===== src/rtl/fatdir_pkg.sv =====
// ----------------------------------------------------------------------------
// fatdir_pkg
// Shared types, constants and helpers for the FAT16 root directory scanner.
// ----------------------------------------------------------------------------
package fatdir_pkg;

    // Directory entry layout
    localparam int unsigned ENTRY_BYTES = 32;
    localparam int unsigned POS_W       = $clog2(ENTRY_BYTES);

    localparam logic [POS_W-1:0] POS_FIRST   = POS_W'(0);
    localparam logic [POS_W-1:0] POS_EXT0    = POS_W'(8);
    localparam logic [POS_W-1:0] POS_ATTR    = POS_W'(11);
    localparam logic [POS_W-1:0] POS_CLUS0   = POS_W'(26);
    localparam logic [POS_W-1:0] POS_CLUS1   = POS_W'(27);
    localparam logic [POS_W-1:0] POS_SIZE0   = POS_W'(28);
    localparam logic [POS_W-1:0] POS_LAST    = POS_W'(ENTRY_BYTES - 1);

    // Marker and attribute codes
    localparam logic [7:0] BYTE_END_MARK  = 8'h00;
    localparam logic [7:0] BYTE_DELETED   = 8'hE5;
    localparam logic [7:0] BYTE_SPACE     = 8'h20;
    localparam logic [7:0] ATTR_LONG_NAME = 8'h0F;
    localparam logic [7:0] ATTR_DIR       = 8'h10;
    localparam logic [7:0] ATTR_FILE      = 8'h20;

    // Result codes
    localparam logic       STATUS_ENTRY = 1'b0;
    localparam logic       STATUS_END   = 1'b1;
    localparam logic [1:0] KIND_DIR     = 2'd0;
    localparam logic [1:0] KIND_FILE    = 2'd1;
    localparam logic [1:0] KIND_OTHER   = 2'd2;

    // Configuration register map
    localparam int unsigned PADDR_W       = 3;
    localparam int unsigned PDATA_W       = 32;
    localparam logic [PADDR_W-3:0] REG_ROOT_ENTRY_COUNT = '0;
    localparam logic [15:0] ROOT_COUNT_RESET = 16'd512;

    // Result queue depth (two results can arrive in one cycle)
    localparam int unsigned RQ_DEPTH_DEF = 4;

    typedef struct packed {
        logic [7:0] dir_byte;
        logic       region_start;
    } dir_in_t;

    typedef struct packed {
        logic        result_status;
        logic [1:0]  entry_kind;
        logic [63:0] name_bytes;
        logic [3:0]  name_length;
        logic [23:0] ext_bytes;
        logic [1:0]  ext_length;
        logic [15:0] first_cluster;
        logic [31:0] file_size;
        logic [15:0] entry_number;
    } dir_out_t;

    // Push request from parser to result queue; push1 only with push0
    typedef struct packed {
        logic push0;
        logic push1;
    } rq_push_t;

    function automatic dir_out_t make_end(input logic [15:0] count);
        dir_out_t r;
        r              = '0;
        r.result_status = STATUS_END;
        r.entry_number  = count;
        return r;
    endfunction

    function automatic logic is_pad(input logic [7:0] b);
        return (b == BYTE_END_MARK) || (b == BYTE_SPACE);
    endfunction

endpackage


===== src/rtl/fat16_root_directory_scanner_core.sv =====
// ----------------------------------------------------------------------------
// fat16_root_directory_scanner_core
// FAT16 root directory scanner: splits the root region into 32-byte entries
// and reports 8.3 entries plus an end-of-scan transaction.
// ----------------------------------------------------------------------------
//
//  Channel  | Direction | Handshake              | Payload
//  ---------+-----------+------------------------+---------------------------
//  in       | input     | in_valid / in_stall    | dir_in_t  (byte, start)
//  out      | output    | out_valid / out_stall  | dir_out_t (one result)
//  APB      | input     | psel/penable/pready    | root_entry_count @ 0x0
//
//  Cycles: one byte transaction per clock while in_stall is low. Each byte
//  is folded into the entry stores in the cycle it is accepted; its results
//  are written into the result queue at that same accepting edge, so with
//  the queue otherwise empty a result is offered in the cycle right after
//  its last byte is taken. A byte may give two results (last entry and end
//  of scan); the queue takes both in one cycle and drains one per clock
//  while out_stall is low. in_stall rises when the queue has less than two
//  free slots; it comes from a register and does not depend on in_valid.
//  Reset: scan idle, queue empty, root_entry_count = 512.
//
module fat16_root_directory_scanner_core
    import fatdir_pkg::*;
#(
    parameter int unsigned RQ_DEPTH = RQ_DEPTH_DEF
)
(
    input  logic               clk,
    input  logic               rst_n,

    // byte stream in
    input  logic               in_valid,
    output logic               in_stall,
    input  dir_in_t            in_data,

    // results out
    output logic               out_valid,
    input  logic               out_stall,
    output dir_out_t           out_data,

    // configuration
    input  logic               psel,
    input  logic               penable,
    input  logic               pwrite,
    input  logic [PADDR_W-1:0] paddr,
    input  logic [PDATA_W-1:0] pwdata,
    output logic [PDATA_W-1:0] prdata,
    output logic               pready
);

    logic [15:0] count_reg, count_next;
    logic        cfg_wr;
    logic        cfg_hit;
    logic        in_fire;
    logic        queue_full2;
    rq_push_t    push;
    dir_out_t    res0;
    dir_out_t    res1;

    // APB: zero-wait, single register at byte address 0
    assign pready  = 1'b1;
    assign cfg_hit = (paddr[PADDR_W-1:2] == REG_ROOT_ENTRY_COUNT);
    assign cfg_wr  = psel && penable && pwrite && pready && cfg_hit;
    assign prdata  = cfg_hit ? {{(PDATA_W-16){1'b0}}, count_reg} : '0;

    always_comb
    begin
        count_next = count_reg;
        if (cfg_wr)
            count_next = pwdata[15:0];
    end

    always_ff @(posedge clk or negedge rst_n)
    begin
        if (!rst_n)
            count_reg <= ROOT_COUNT_RESET;
        else
            count_reg <= count_next;
    end

    // an input transaction completes on valid with no stall
    assign in_stall = queue_full2;
    assign in_fire  = in_valid && !in_stall;

    fatdir_parser u_parser (
        .clk        (clk),
        .rst_n      (rst_n),
        .in_fire    (in_fire),
        .in_item    (in_data),
        .root_count (count_reg),
        .push       (push),
        .res0       (res0),
        .res1       (res1)
    );

    fatdir_rqueue #(
        .DEPTH (RQ_DEPTH)
    ) u_rqueue (
        .clk       (clk),
        .rst_n     (rst_n),
        .push      (push),
        .wdata0    (res0),
        .wdata1    (res1),
        .full2     (queue_full2),
        .out_valid (out_valid),
        .out_stall (out_stall),
        .out_data  (out_data)
    );

    // a write shows up in the count register on the next cycle
    a_cfg_write: assert property (@(posedge clk) disable iff (!rst_n)
        cfg_wr |=> (count_reg == $past(pwdata[15:0])))
        else $error("root entry count write lost");

    // bytes are only taken while the queue has room for two results
    a_accept_room: assert property (@(posedge clk) disable iff (!rst_n)
        in_fire |-> !queue_full2)
        else $error("byte accepted with result queue near full");

    // a result is never offered while nothing was ever queued
    a_out_after_push: assert property (@(posedge clk) disable iff (!rst_n)
        $rose(out_valid) |-> $past(push.push0))
        else $error("output valid without a queued result");

endmodule


===== src/rtl/fatdir_parser.sv =====
// ----------------------------------------------------------------------------
// fatdir_parser
// Byte-wise entry splitter: collects 8.3 fields and emits up to two results
// per accepted byte.
// ----------------------------------------------------------------------------
module fatdir_parser
    import fatdir_pkg::*;
(
    input  logic      clk,
    input  logic      rst_n,
    input  logic      in_fire,
    input  dir_in_t   in_item,
    input  logic [15:0] root_count,
    output rq_push_t  push,
    output dir_out_t  res0,
    output dir_out_t  res1
);

    // control state
    logic [POS_W-1:0] pos_reg,    pos_next;
    logic [15:0]      seen_reg,   seen_next;
    logic             active_reg, active_next;

    // entry field stores (fully rewritten before use, no reset)
    logic             skip_reg,  skip_next;
    logic [7:0]       attr_reg,  attr_next;
    logic [63:0]      name_reg,  name_next;
    logic [23:0]      ext_reg,   ext_next;
    logic [3:0]       nlen_reg,  nlen_next;
    logic [1:0]       elen_reg,  elen_next;
    logic [15:0]      clus_reg,  clus_next;
    logic [31:0]      size_reg,  size_next;

    logic [7:0]       b;
    logic             start;
    logic [POS_W-1:0] pos_eff;
    logic [15:0]      seen_eff;
    logic [16:0]      seen_inc;
    logic             pad;
    dir_out_t         entry_res;
    logic [1:0]       kind;

    assign b        = in_item.dir_byte;
    assign start    = in_item.region_start;
    assign pos_eff  = start ? POS_FIRST : pos_reg;
    assign seen_eff = start ? 16'd0 : seen_reg;
    assign seen_inc = {1'b0, seen_eff} + 17'd1;
    assign pad      = is_pad(b);

    always_comb
    begin
        case (attr_reg)
            ATTR_DIR:  kind = KIND_DIR;
            ATTR_FILE: kind = KIND_FILE;
            default:   kind = KIND_OTHER;
        endcase
    end

    // Entry result as seen on its last byte
    always_comb
    begin
        entry_res               = '0;
        entry_res.result_status = STATUS_ENTRY;
        entry_res.entry_kind    = kind;
        entry_res.name_bytes    = name_reg;
        entry_res.name_length   = nlen_reg;
        entry_res.ext_bytes     = ext_reg;
        entry_res.ext_length    = elen_reg;
        entry_res.first_cluster = clus_reg;
        entry_res.file_size     = {b, size_reg[23:0]};
        entry_res.entry_number  = seen_eff;
    end

    always_comb
    begin
        pos_next    = pos_reg;
        seen_next   = seen_reg;
        active_next = active_reg;
        skip_next   = skip_reg;
        attr_next   = attr_reg;
        name_next   = name_reg;
        ext_next    = ext_reg;
        nlen_next   = nlen_reg;
        elen_next   = elen_reg;
        clus_next   = clus_reg;
        size_next   = size_reg;
        push        = '0;
        res0        = entry_res;
        res1        = make_end(seen_inc[15:0]);

        if (in_fire)
        begin
            if (start && (root_count == 16'd0))
            begin
                // zero-length region: end right away
                pos_next    = POS_FIRST;
                seen_next   = 16'd0;
                active_next = 1'b0;
                push.push0  = 1'b1;
                res0        = make_end(16'd0);
            end
            else if (start || active_reg)
            begin
                if ((pos_eff == POS_FIRST) && (b == BYTE_END_MARK))
                begin
                    pos_next    = POS_FIRST;
                    seen_next   = seen_eff;
                    active_next = 1'b0;
                    push.push0  = 1'b1;
                    res0        = make_end(seen_eff);
                end
                else
                begin
                    active_next = 1'b1;
                    seen_next   = seen_eff;

                    // field capture by byte lane
                    if (pos_eff == POS_FIRST)
                    begin
                        skip_next = (b == BYTE_DELETED);
                        elen_next = 2'd0;
                        nlen_next = 4'd0;
                    end
                    if (pos_eff < POS_EXT0)
                    begin
                        name_next[8*pos_eff[2:0] +: 8] = b;
                        if (!pad)
                            nlen_next = {1'b0, pos_eff[2:0]} + 4'd1;
                    end
                    else if (pos_eff < POS_ATTR)
                    begin
                        ext_next[8*pos_eff[1:0] +: 8] = b;
                        if (!pad)
                            elen_next = pos_eff[1:0] + 2'd1;
                    end
                    else if (pos_eff == POS_ATTR)
                    begin
                        attr_next = b;
                        if (b == ATTR_LONG_NAME)
                            skip_next = 1'b1;
                    end
                    else if ((pos_eff == POS_CLUS0) || (pos_eff == POS_CLUS1))
                    begin
                        clus_next[8*pos_eff[0] +: 8] = b;
                    end
                    else if (pos_eff >= POS_SIZE0)
                    begin
                        size_next[8*pos_eff[1:0] +: 8] = b;
                    end

                    if (pos_eff == POS_LAST)
                    begin
                        pos_next  = POS_FIRST;
                        seen_next = seen_inc[15:0];
                        if (seen_inc >= {1'b0, root_count})
                            active_next = 1'b0;
                        if (!skip_reg)
                        begin
                            push.push0 = 1'b1;
                            push.push1 = (seen_inc >= {1'b0, root_count});
                        end
                        else if (seen_inc >= {1'b0, root_count})
                        begin
                            push.push0 = 1'b1;
                            res0       = make_end(seen_inc[15:0]);
                        end
                    end
                    else
                    begin
                        pos_next = pos_eff + POS_W'(1);
                    end
                end
            end
        end
    end

    always_ff @(posedge clk or negedge rst_n)
    begin
        if (!rst_n)
        begin
            pos_reg    <= POS_FIRST;
            seen_reg   <= 16'd0;
            active_reg <= 1'b0;
        end
        else
        begin
            pos_reg    <= pos_next;
            seen_reg   <= seen_next;
            active_reg <= active_next;
        end
    end

    always_ff @(posedge clk)
    begin
        skip_reg <= skip_next;
        attr_reg <= attr_next;
        name_reg <= name_next;
        ext_reg  <= ext_next;
        nlen_reg <= nlen_next;
        elen_reg <= elen_next;
        clus_reg <= clus_next;
        size_reg <= size_next;
    end

    // mid-entry position only while a scan runs
    a_pos_active: assert property (@(posedge clk) disable iff (!rst_n)
        (pos_reg != POS_FIRST) |-> active_reg)
        else $error("byte position advanced with no active scan");

    // a second result in one step is always the end of scan
    a_second_is_end: assert property (@(posedge clk) disable iff (!rst_n)
        push.push1 |-> (push.push0 && (res1.result_status == STATUS_END)))
        else $error("second result is not an end result");

    // after an end result the scan is idle
    a_end_idles: assert property (@(posedge clk) disable iff (!rst_n)
        ((push.push0 && (res0.result_status == STATUS_END)) || push.push1)
        |=> !active_reg)
        else $error("scan still active after end result");

endmodule


===== src/rtl/fatdir_rqueue.sv =====
// ----------------------------------------------------------------------------
// fatdir_rqueue
// Small result queue: up to two writes and, while out_stall is low, one read per cycle.
// ----------------------------------------------------------------------------
module fatdir_rqueue
    import fatdir_pkg::*;
#(
    parameter int unsigned DEPTH = RQ_DEPTH_DEF
)
(
    input  logic     clk,
    input  logic     rst_n,
    input  rq_push_t push,
    input  dir_out_t wdata0,
    input  dir_out_t wdata1,
    output logic     full2,
    output logic     out_valid,
    input  logic     out_stall,
    output dir_out_t out_data
);

    localparam int unsigned AW = (DEPTH > 1) ? $clog2(DEPTH) : 1;
    localparam int unsigned CW = $clog2(DEPTH + 1);
    localparam logic [AW-1:0] LAST_SLOT = AW'(DEPTH - 1);
    localparam logic [CW-1:0] ROOM_LIMIT = CW'(DEPTH - 2);

    dir_out_t         slot_reg [DEPTH];
    logic [AW-1:0]    wr_reg, wr_next;
    logic [AW-1:0]    rd_reg, rd_next;
    logic [CW-1:0]    cnt_reg, cnt_next;
    logic [AW-1:0]    wr_p1;
    logic             pop;

    function automatic logic [AW-1:0] ptr_inc(input logic [AW-1:0] p);
        return (p == LAST_SLOT) ? '0 : p + AW'(1);
    endfunction

    assign wr_p1     = ptr_inc(wr_reg);
    assign out_valid = (cnt_reg != '0);
    assign out_data  = slot_reg[rd_reg];
    assign pop       = out_valid && !out_stall;
    assign full2     = (cnt_reg > ROOM_LIMIT);

    always_comb
    begin
        wr_next = wr_reg;
        if (push.push1)
            wr_next = ptr_inc(wr_p1);
        else if (push.push0)
            wr_next = wr_p1;
        rd_next  = pop ? ptr_inc(rd_reg) : rd_reg;
        cnt_next = cnt_reg + CW'(push.push0) + CW'(push.push1) - CW'(pop);
    end

    always_ff @(posedge clk or negedge rst_n)
    begin
        if (!rst_n)
        begin
            wr_reg  <= '0;
            rd_reg  <= '0;
            cnt_reg <= '0;
        end
        else
        begin
            wr_reg  <= wr_next;
            rd_reg  <= rd_next;
            cnt_reg <= cnt_next;
        end
    end

    always_ff @(posedge clk)
    begin
        if (push.push0)
            slot_reg[wr_reg] <= wdata0;
        if (push.push1)
            slot_reg[wr_p1] <= wdata1;
    end

    a_no_overflow: assert property (@(posedge clk) disable iff (!rst_n)
        cnt_reg <= CW'(DEPTH))
        else $error("result queue overflow");

    a_push_room: assert property (@(posedge clk) disable iff (!rst_n)
        push.push0 |-> (cnt_reg <= ROOM_LIMIT))
        else $error("push into queue without room for two");

endmodule

===== config.mk =====
export PLATFORM = sky130hd
export DESIGN_NAME = fat16_root_directory_scanner_core
export DESIGN_NICKNAME = d
export VERILOG_FILES = /design/src/rtl/fatdir_pkg.sv /design/src/rtl/fat16_root_directory_scanner_core.sv /design/src/rtl/fatdir_parser.sv /design/src/rtl/fatdir_rqueue.sv
export SDC_FILE = /design/constraint.sdc
export NUM_CORES = 1
export LEC_CHECK = 0
export BUFFER_PORTS_ARGS = -buffer_cell sky130_fd_sc_hd__buf_4
export CAP_MARGIN = 20
export CORE_UTILIZATION = 27
export CTS_BUF_LIST = sky130_fd_sc_hd__clkbuf_4
export CTS_CLUSTER_DIAMETER = 200
export DETAILED_ROUTE_END_ITERATION = 12
export HOLD_SLACK_MARGIN = 0.15
export PLACE_DENSITY = 0.42
export RECOVER_POWER = 25
export SYNTH_ARGS = -nofsm -noshare
export SYNTH_HDL_FRONTEND = slang
export SYNTH_HIERARCHICAL = 1
export SYNTH_SLANG_ARGS = --single-unit

===== constraint.sdc =====
create_clock -name clk -period 8.65 [get_ports clk]
set_input_delay 0.4325 -clock clk [delete_from_list [all_inputs] [get_ports clk]]
set_output_delay 0.4325 -clock clk [all_outputs]
set_load 0.02 [all_outputs]

==> results <==
- The flow ran to the end, but the final reports show violations.
- The final reports fail on max-capacitance violations, max-slew violations.
- The total power per unit cell area is 233 mW/mm².
- The maximum clock path buffer count is 3.
- The clock network latency to the later pin of the worst-skew pair is 1220 ps.
- The fraction of the yosys area taken by sequential cells is 58.4%.
- The internal power summed over all cells is 7620 µW.
- The kind of start point of the critical path is an input pin.
- The register with the most flip-flops in the layout has 644 of them.
- The worst hold slack across all endpoints is 335 ps.
- Of the available clock period, the critical path in the final layout requires 82.2%.
- The endpoint of the worst register-to-register path is u_rqueue/slot_reg[3][0].
- The number of global-route vias before repair is 27400.
- The final number of hold-violating endpoints is 0.
- The ratio of routed vias to standard cells is 4.63.
- The post-detailed-routing wire length is 127000 µm.
- The number of antenna violations at the first check in global routing is 14.
- The critical path in this run is classified as input pin to flop.
- The fraction of the core area covered by cells at the end of the flow is 31.4%.
- The net count reported at finish is 3152.
- The wire length of the first global-routing pass is 184000 µm.
- The launch instance of the worst min-delay path is penable.
- The post-route netlist has 32.0% of its cells at a drive strength greater than 1.
- Along the worst path, the maximum fanout reaches 51.
- Clock-pin slew was measured on the worst setup and hold paths at 60 ps.
- The layout filler cell count is 15500.
- In this run the count of I/O pins placed on the die edge is 247.
- In the synthesized netlist, the number of instances is 2676.
- The total count of max-transition violations in the final report is 324.
- VDD sags by at most 0.142 mV.
- Net switching is 33.1% of the power.
- The total CTS buffers is 234.
- The hold path endpoint is count_reg[7].
- The number of rows created at floorplan is 145.
- On the critical path, the stage with the largest delay is an instance of clkbuf_1.
- The count of H-tree levels built during CTS is 4.
- For this run, the slowest stage of the critical path takes 750 ps.
- For the pin with the worst max-slew slack, the measured transition is 3420 ps.
- TritonCTS built the clock tree.
- The signal on the critical path passes through dlygate4sd3_1 -> buf_4 -> inv_1 -> clkbuf_1 -> nand2_1 -> inv_1 -> ha_1 -> nand2_1 -> nor4_4 -> nand3_1 -> nor2_1 -> nand3_1 -> xor2_1 -> nor2_1 -> ha_1 -> o21a_1 -> o21ai_0 -> o211ai_2 -> nand2_1 -> nor3_2 -> buf_4 -> nand2_8 -> nand2_4 -> buf_4.
- Entering global routing, the biggest net connects 91 pins.
- In the final layout, the multi-input gates occupy 0.0158 mm².
- The number of enable flip-flop cells after synthesis is 787.
- Dividing the synthesized area by the synthesized cell count gives 15.8 µm².
- The area taken by flip-flops and latches is 0.0248 mm².
- The layout-stage area growth over the synthesis result is 15.4%.
- Among all flip-flop cells after synthesis, the most frequent one is edfxtp_1.
- Combinational logic is responsible for 27.2% of the overall power.
- After synthesis, the largest area contributor takes up 55.7% of total cell area.
- For the worst flop-to-flop path, the logic depth is 20.
- The die is 398 µm wide.
- After global routing the overflow that remains totals 0.
- Setup repair after global routing left no endpoint under its margin.
- Summed over all failing endpoints, the final setup total negative slack is 0 ps.
- Setup violations remaining at the end of the flow were counted as 0.
- Measured against its own limit, the worst slew margin works out to -128%.
- The clock arrives with 80.0 ps of skew.
- After synthesis the cells add up to 0.0424 mm².
- Per report_power, the clock group accounts for 32.4% of the total.
- The synthesized design spends more area on one cell type than any other, namely edfxtp_1.
- The tree built by TritonCTS fans out to 832 sinks.
- The final critical delay including setup and external delays is 7110 ps.
- The number of setup buffers added after CTS is 0.
- Data on the critical path arrives at its endpoint at 7910 ps.
- Among all cell types in the netlist, the one instantiated most often is edfxtp_1.
- The remaining design rule violation count is 0.
- The initial cell density of the core is 27.2%.
- Before antenna repair, the detailed router went through 5 iterations.
- Max-cap violations in this run came to 14.
- Sorting the synthesized cells by area gives the leading types as edfxtp_1 56%, mux2_2 8.9%, mux4_2 8.6%, mux2_1 8.4%, buf_4 3.2%.
- CTS placed an instance of clkbuf_4 at the clock tree root.
- After synthesis, the netlist uses 68 different library cells.
- The worst setup path is captured at a flop.
- The commonest cells after synthesis are 787 x edfxtp_1, 335 x mux2_2, 316 x mux2_1.
- The Yosys step of the flow raised 6 warnings.
- In this run, flip-flops and latches consume 40.4% of the power.
- In this run the worst hold path is classified as input pin to flop.
- The half-perimeter wire length after placement is 73700 µm.
- The die covers 0.159 mm².
- The post-cts repair resize count is 0.
- The detailed router finished its first iteration with 1320 violations.
- The global-route total usage across every layer is 16.0%.
- The cell leakage power is 0.0177 µW.
- Counting instances, the worst hold path has a depth of 4.
- The async set or reset register ratio after synthesis is 5.41%.
- The last weighted congestion value of the routability-driven placer is 0.764.
- In this run, synthesis produced a sequential element count of 832.
- The count of buffers inserted at the top-level ports is 211.
- The die height is 398 µm.
- The required time reported for the critical path endpoint is 9450 ps.
- Across all layers, the routed design uses 24700 vias.
- The start of the worst register-to-register path is u_parser/seen_reg[0].
- The analysis attributes to net switching a power of 3780 µW.
- The placeable core region is 0.156 mm².
- The achievable clock frequency is 0.141 GHz.
- The wire length per cell after detailed routing is 23.8 µm.
- The minimum setup slack among reg-to-reg paths is 2340 ps.
- The post-detailed-route count of antenna-violating nets is 0.
- The completed layout was analyzed and its total power is 11400 µW.
## repair_timing
action | in CTS | in global routing
endpoints found under the hold margin | 316 | 0
hold buffers | 68 | 0
setup endpoints to repair | 0 | 0
## worst max path at each step
stage | from | to | slack, ps
3_3_place_gp | in_data[0] | u_rqueue/slot_reg[3][124] | 1620
5_1_grt | in_data[0] | u_rqueue/slot_reg[3][0] | 1110
6_report | in_data[0] | u_rqueue/slot_reg[3][0] | 1540
3_5_place_dp | in_data[0] | u_rqueue/slot_reg[3][124] | 1630
4_1_cts | in_data[0] | u_rqueue/slot_reg[3][0] | 2340
2_1_floorplan | in_data[0] | u_rqueue/slot_reg[1][0] | 130
## layout by cell type (no fill, tap or decap), types with 17 or more instances in the layout
cell,count
mux2_1,326
nor2b_1,22
clkbuf_4,353
dlygate4sd3_1,67
clkbuf_1,113
ha_1,32
inv_1,47
nor2_1,63
o21ai_0,24
mux4_2,161
and2_0,48
conb_1,162
and2_1,27
buf_4,135
dfrtp_1,43
mux2_2,335
xnor2_1,17
a21oi_1,17
and3_1,161
clkinv_1,58
nand2_1,64
edfxtp_1,787
## cell families after synthesis
logic type      Yosys count  synth area share [%]
compound gates           96                  1.54
fa+ha+maj                34                  1.04
flops                   832                  58.4
simple gates            477                  6.40
other cells               4                0.0354
mux                     825                  26.3
buf+inv                 383                  5.81
xor+xnor                 25                 0.516
## area by class of cell
class	instances	share of cell area (%)
multi-input cells	1619	32.4
flip-flops and latches	832	50.6
repair buffers	333	5.01
inverters	47	0.361
diodes	8	0.0409
clock inverters	80	0.918
clock buffers	353	5.42
well taps	2058	5.26
## power by group through the flow
| stage | Sequential [µW] | Combinational [µW] | Clock [µW] |
|---|---|---|---|
| 2_1_floorplan | 4570 | 2060 | 0 |
| 3_3_place_gp | 4700 | 3310 | 0 |
| 3_5_place_dp | 4710 | 3330 | 0 |
| 4_1_cts | 4620 | 3390 | 3870 |
| 5_1_grt | 4620 | 3350 | 4060 |
| 6_report | 4610 | 3100 | 3700 |
## per-stage QoR
| step | setup WS [ps] | area [µm²] | std cells |
|---|---|---|---|
| 6_report | 1540 | 48900 | 5330 |
| 5_1_grt | 1110 | 48900 | 5327 |
| 4_1_cts | 2340 | 49400 | 5319 |
| 3_5_place_dp | 1630 | 45600 | 4818 |
| 3_3_place_gp | 1620 | 45500 | 4812 |
| 2_1_floorplan | 132 | 43000 | 2834 |
## critical path, delay by kind of cell
family                   cells  cell delay, ps
AO/OA/AOI/OAI                3             830
buffers and inverters        7            2790
XOR/XNOR                     1             220
adder cells (fa/ha/maj)      2             720
AND/OR/NAND/NOR             11            2830
## layer usage
| metal | up-vias | share of wire [%] | global-route usage [%] |
|---|---|---|---|
| li1 | 11000 | - | - |
| met1 | 12700 | 43 | 20.2 |
| met2 | 668 | 50 | 27.7 |
| met3 | 197 | 4.6 | 3.16 |
| met4 | 2 | 2.1 | 4.73 |
| met5 | - | 0.0094 | 0 |
(Power assumes the default switching activity.)
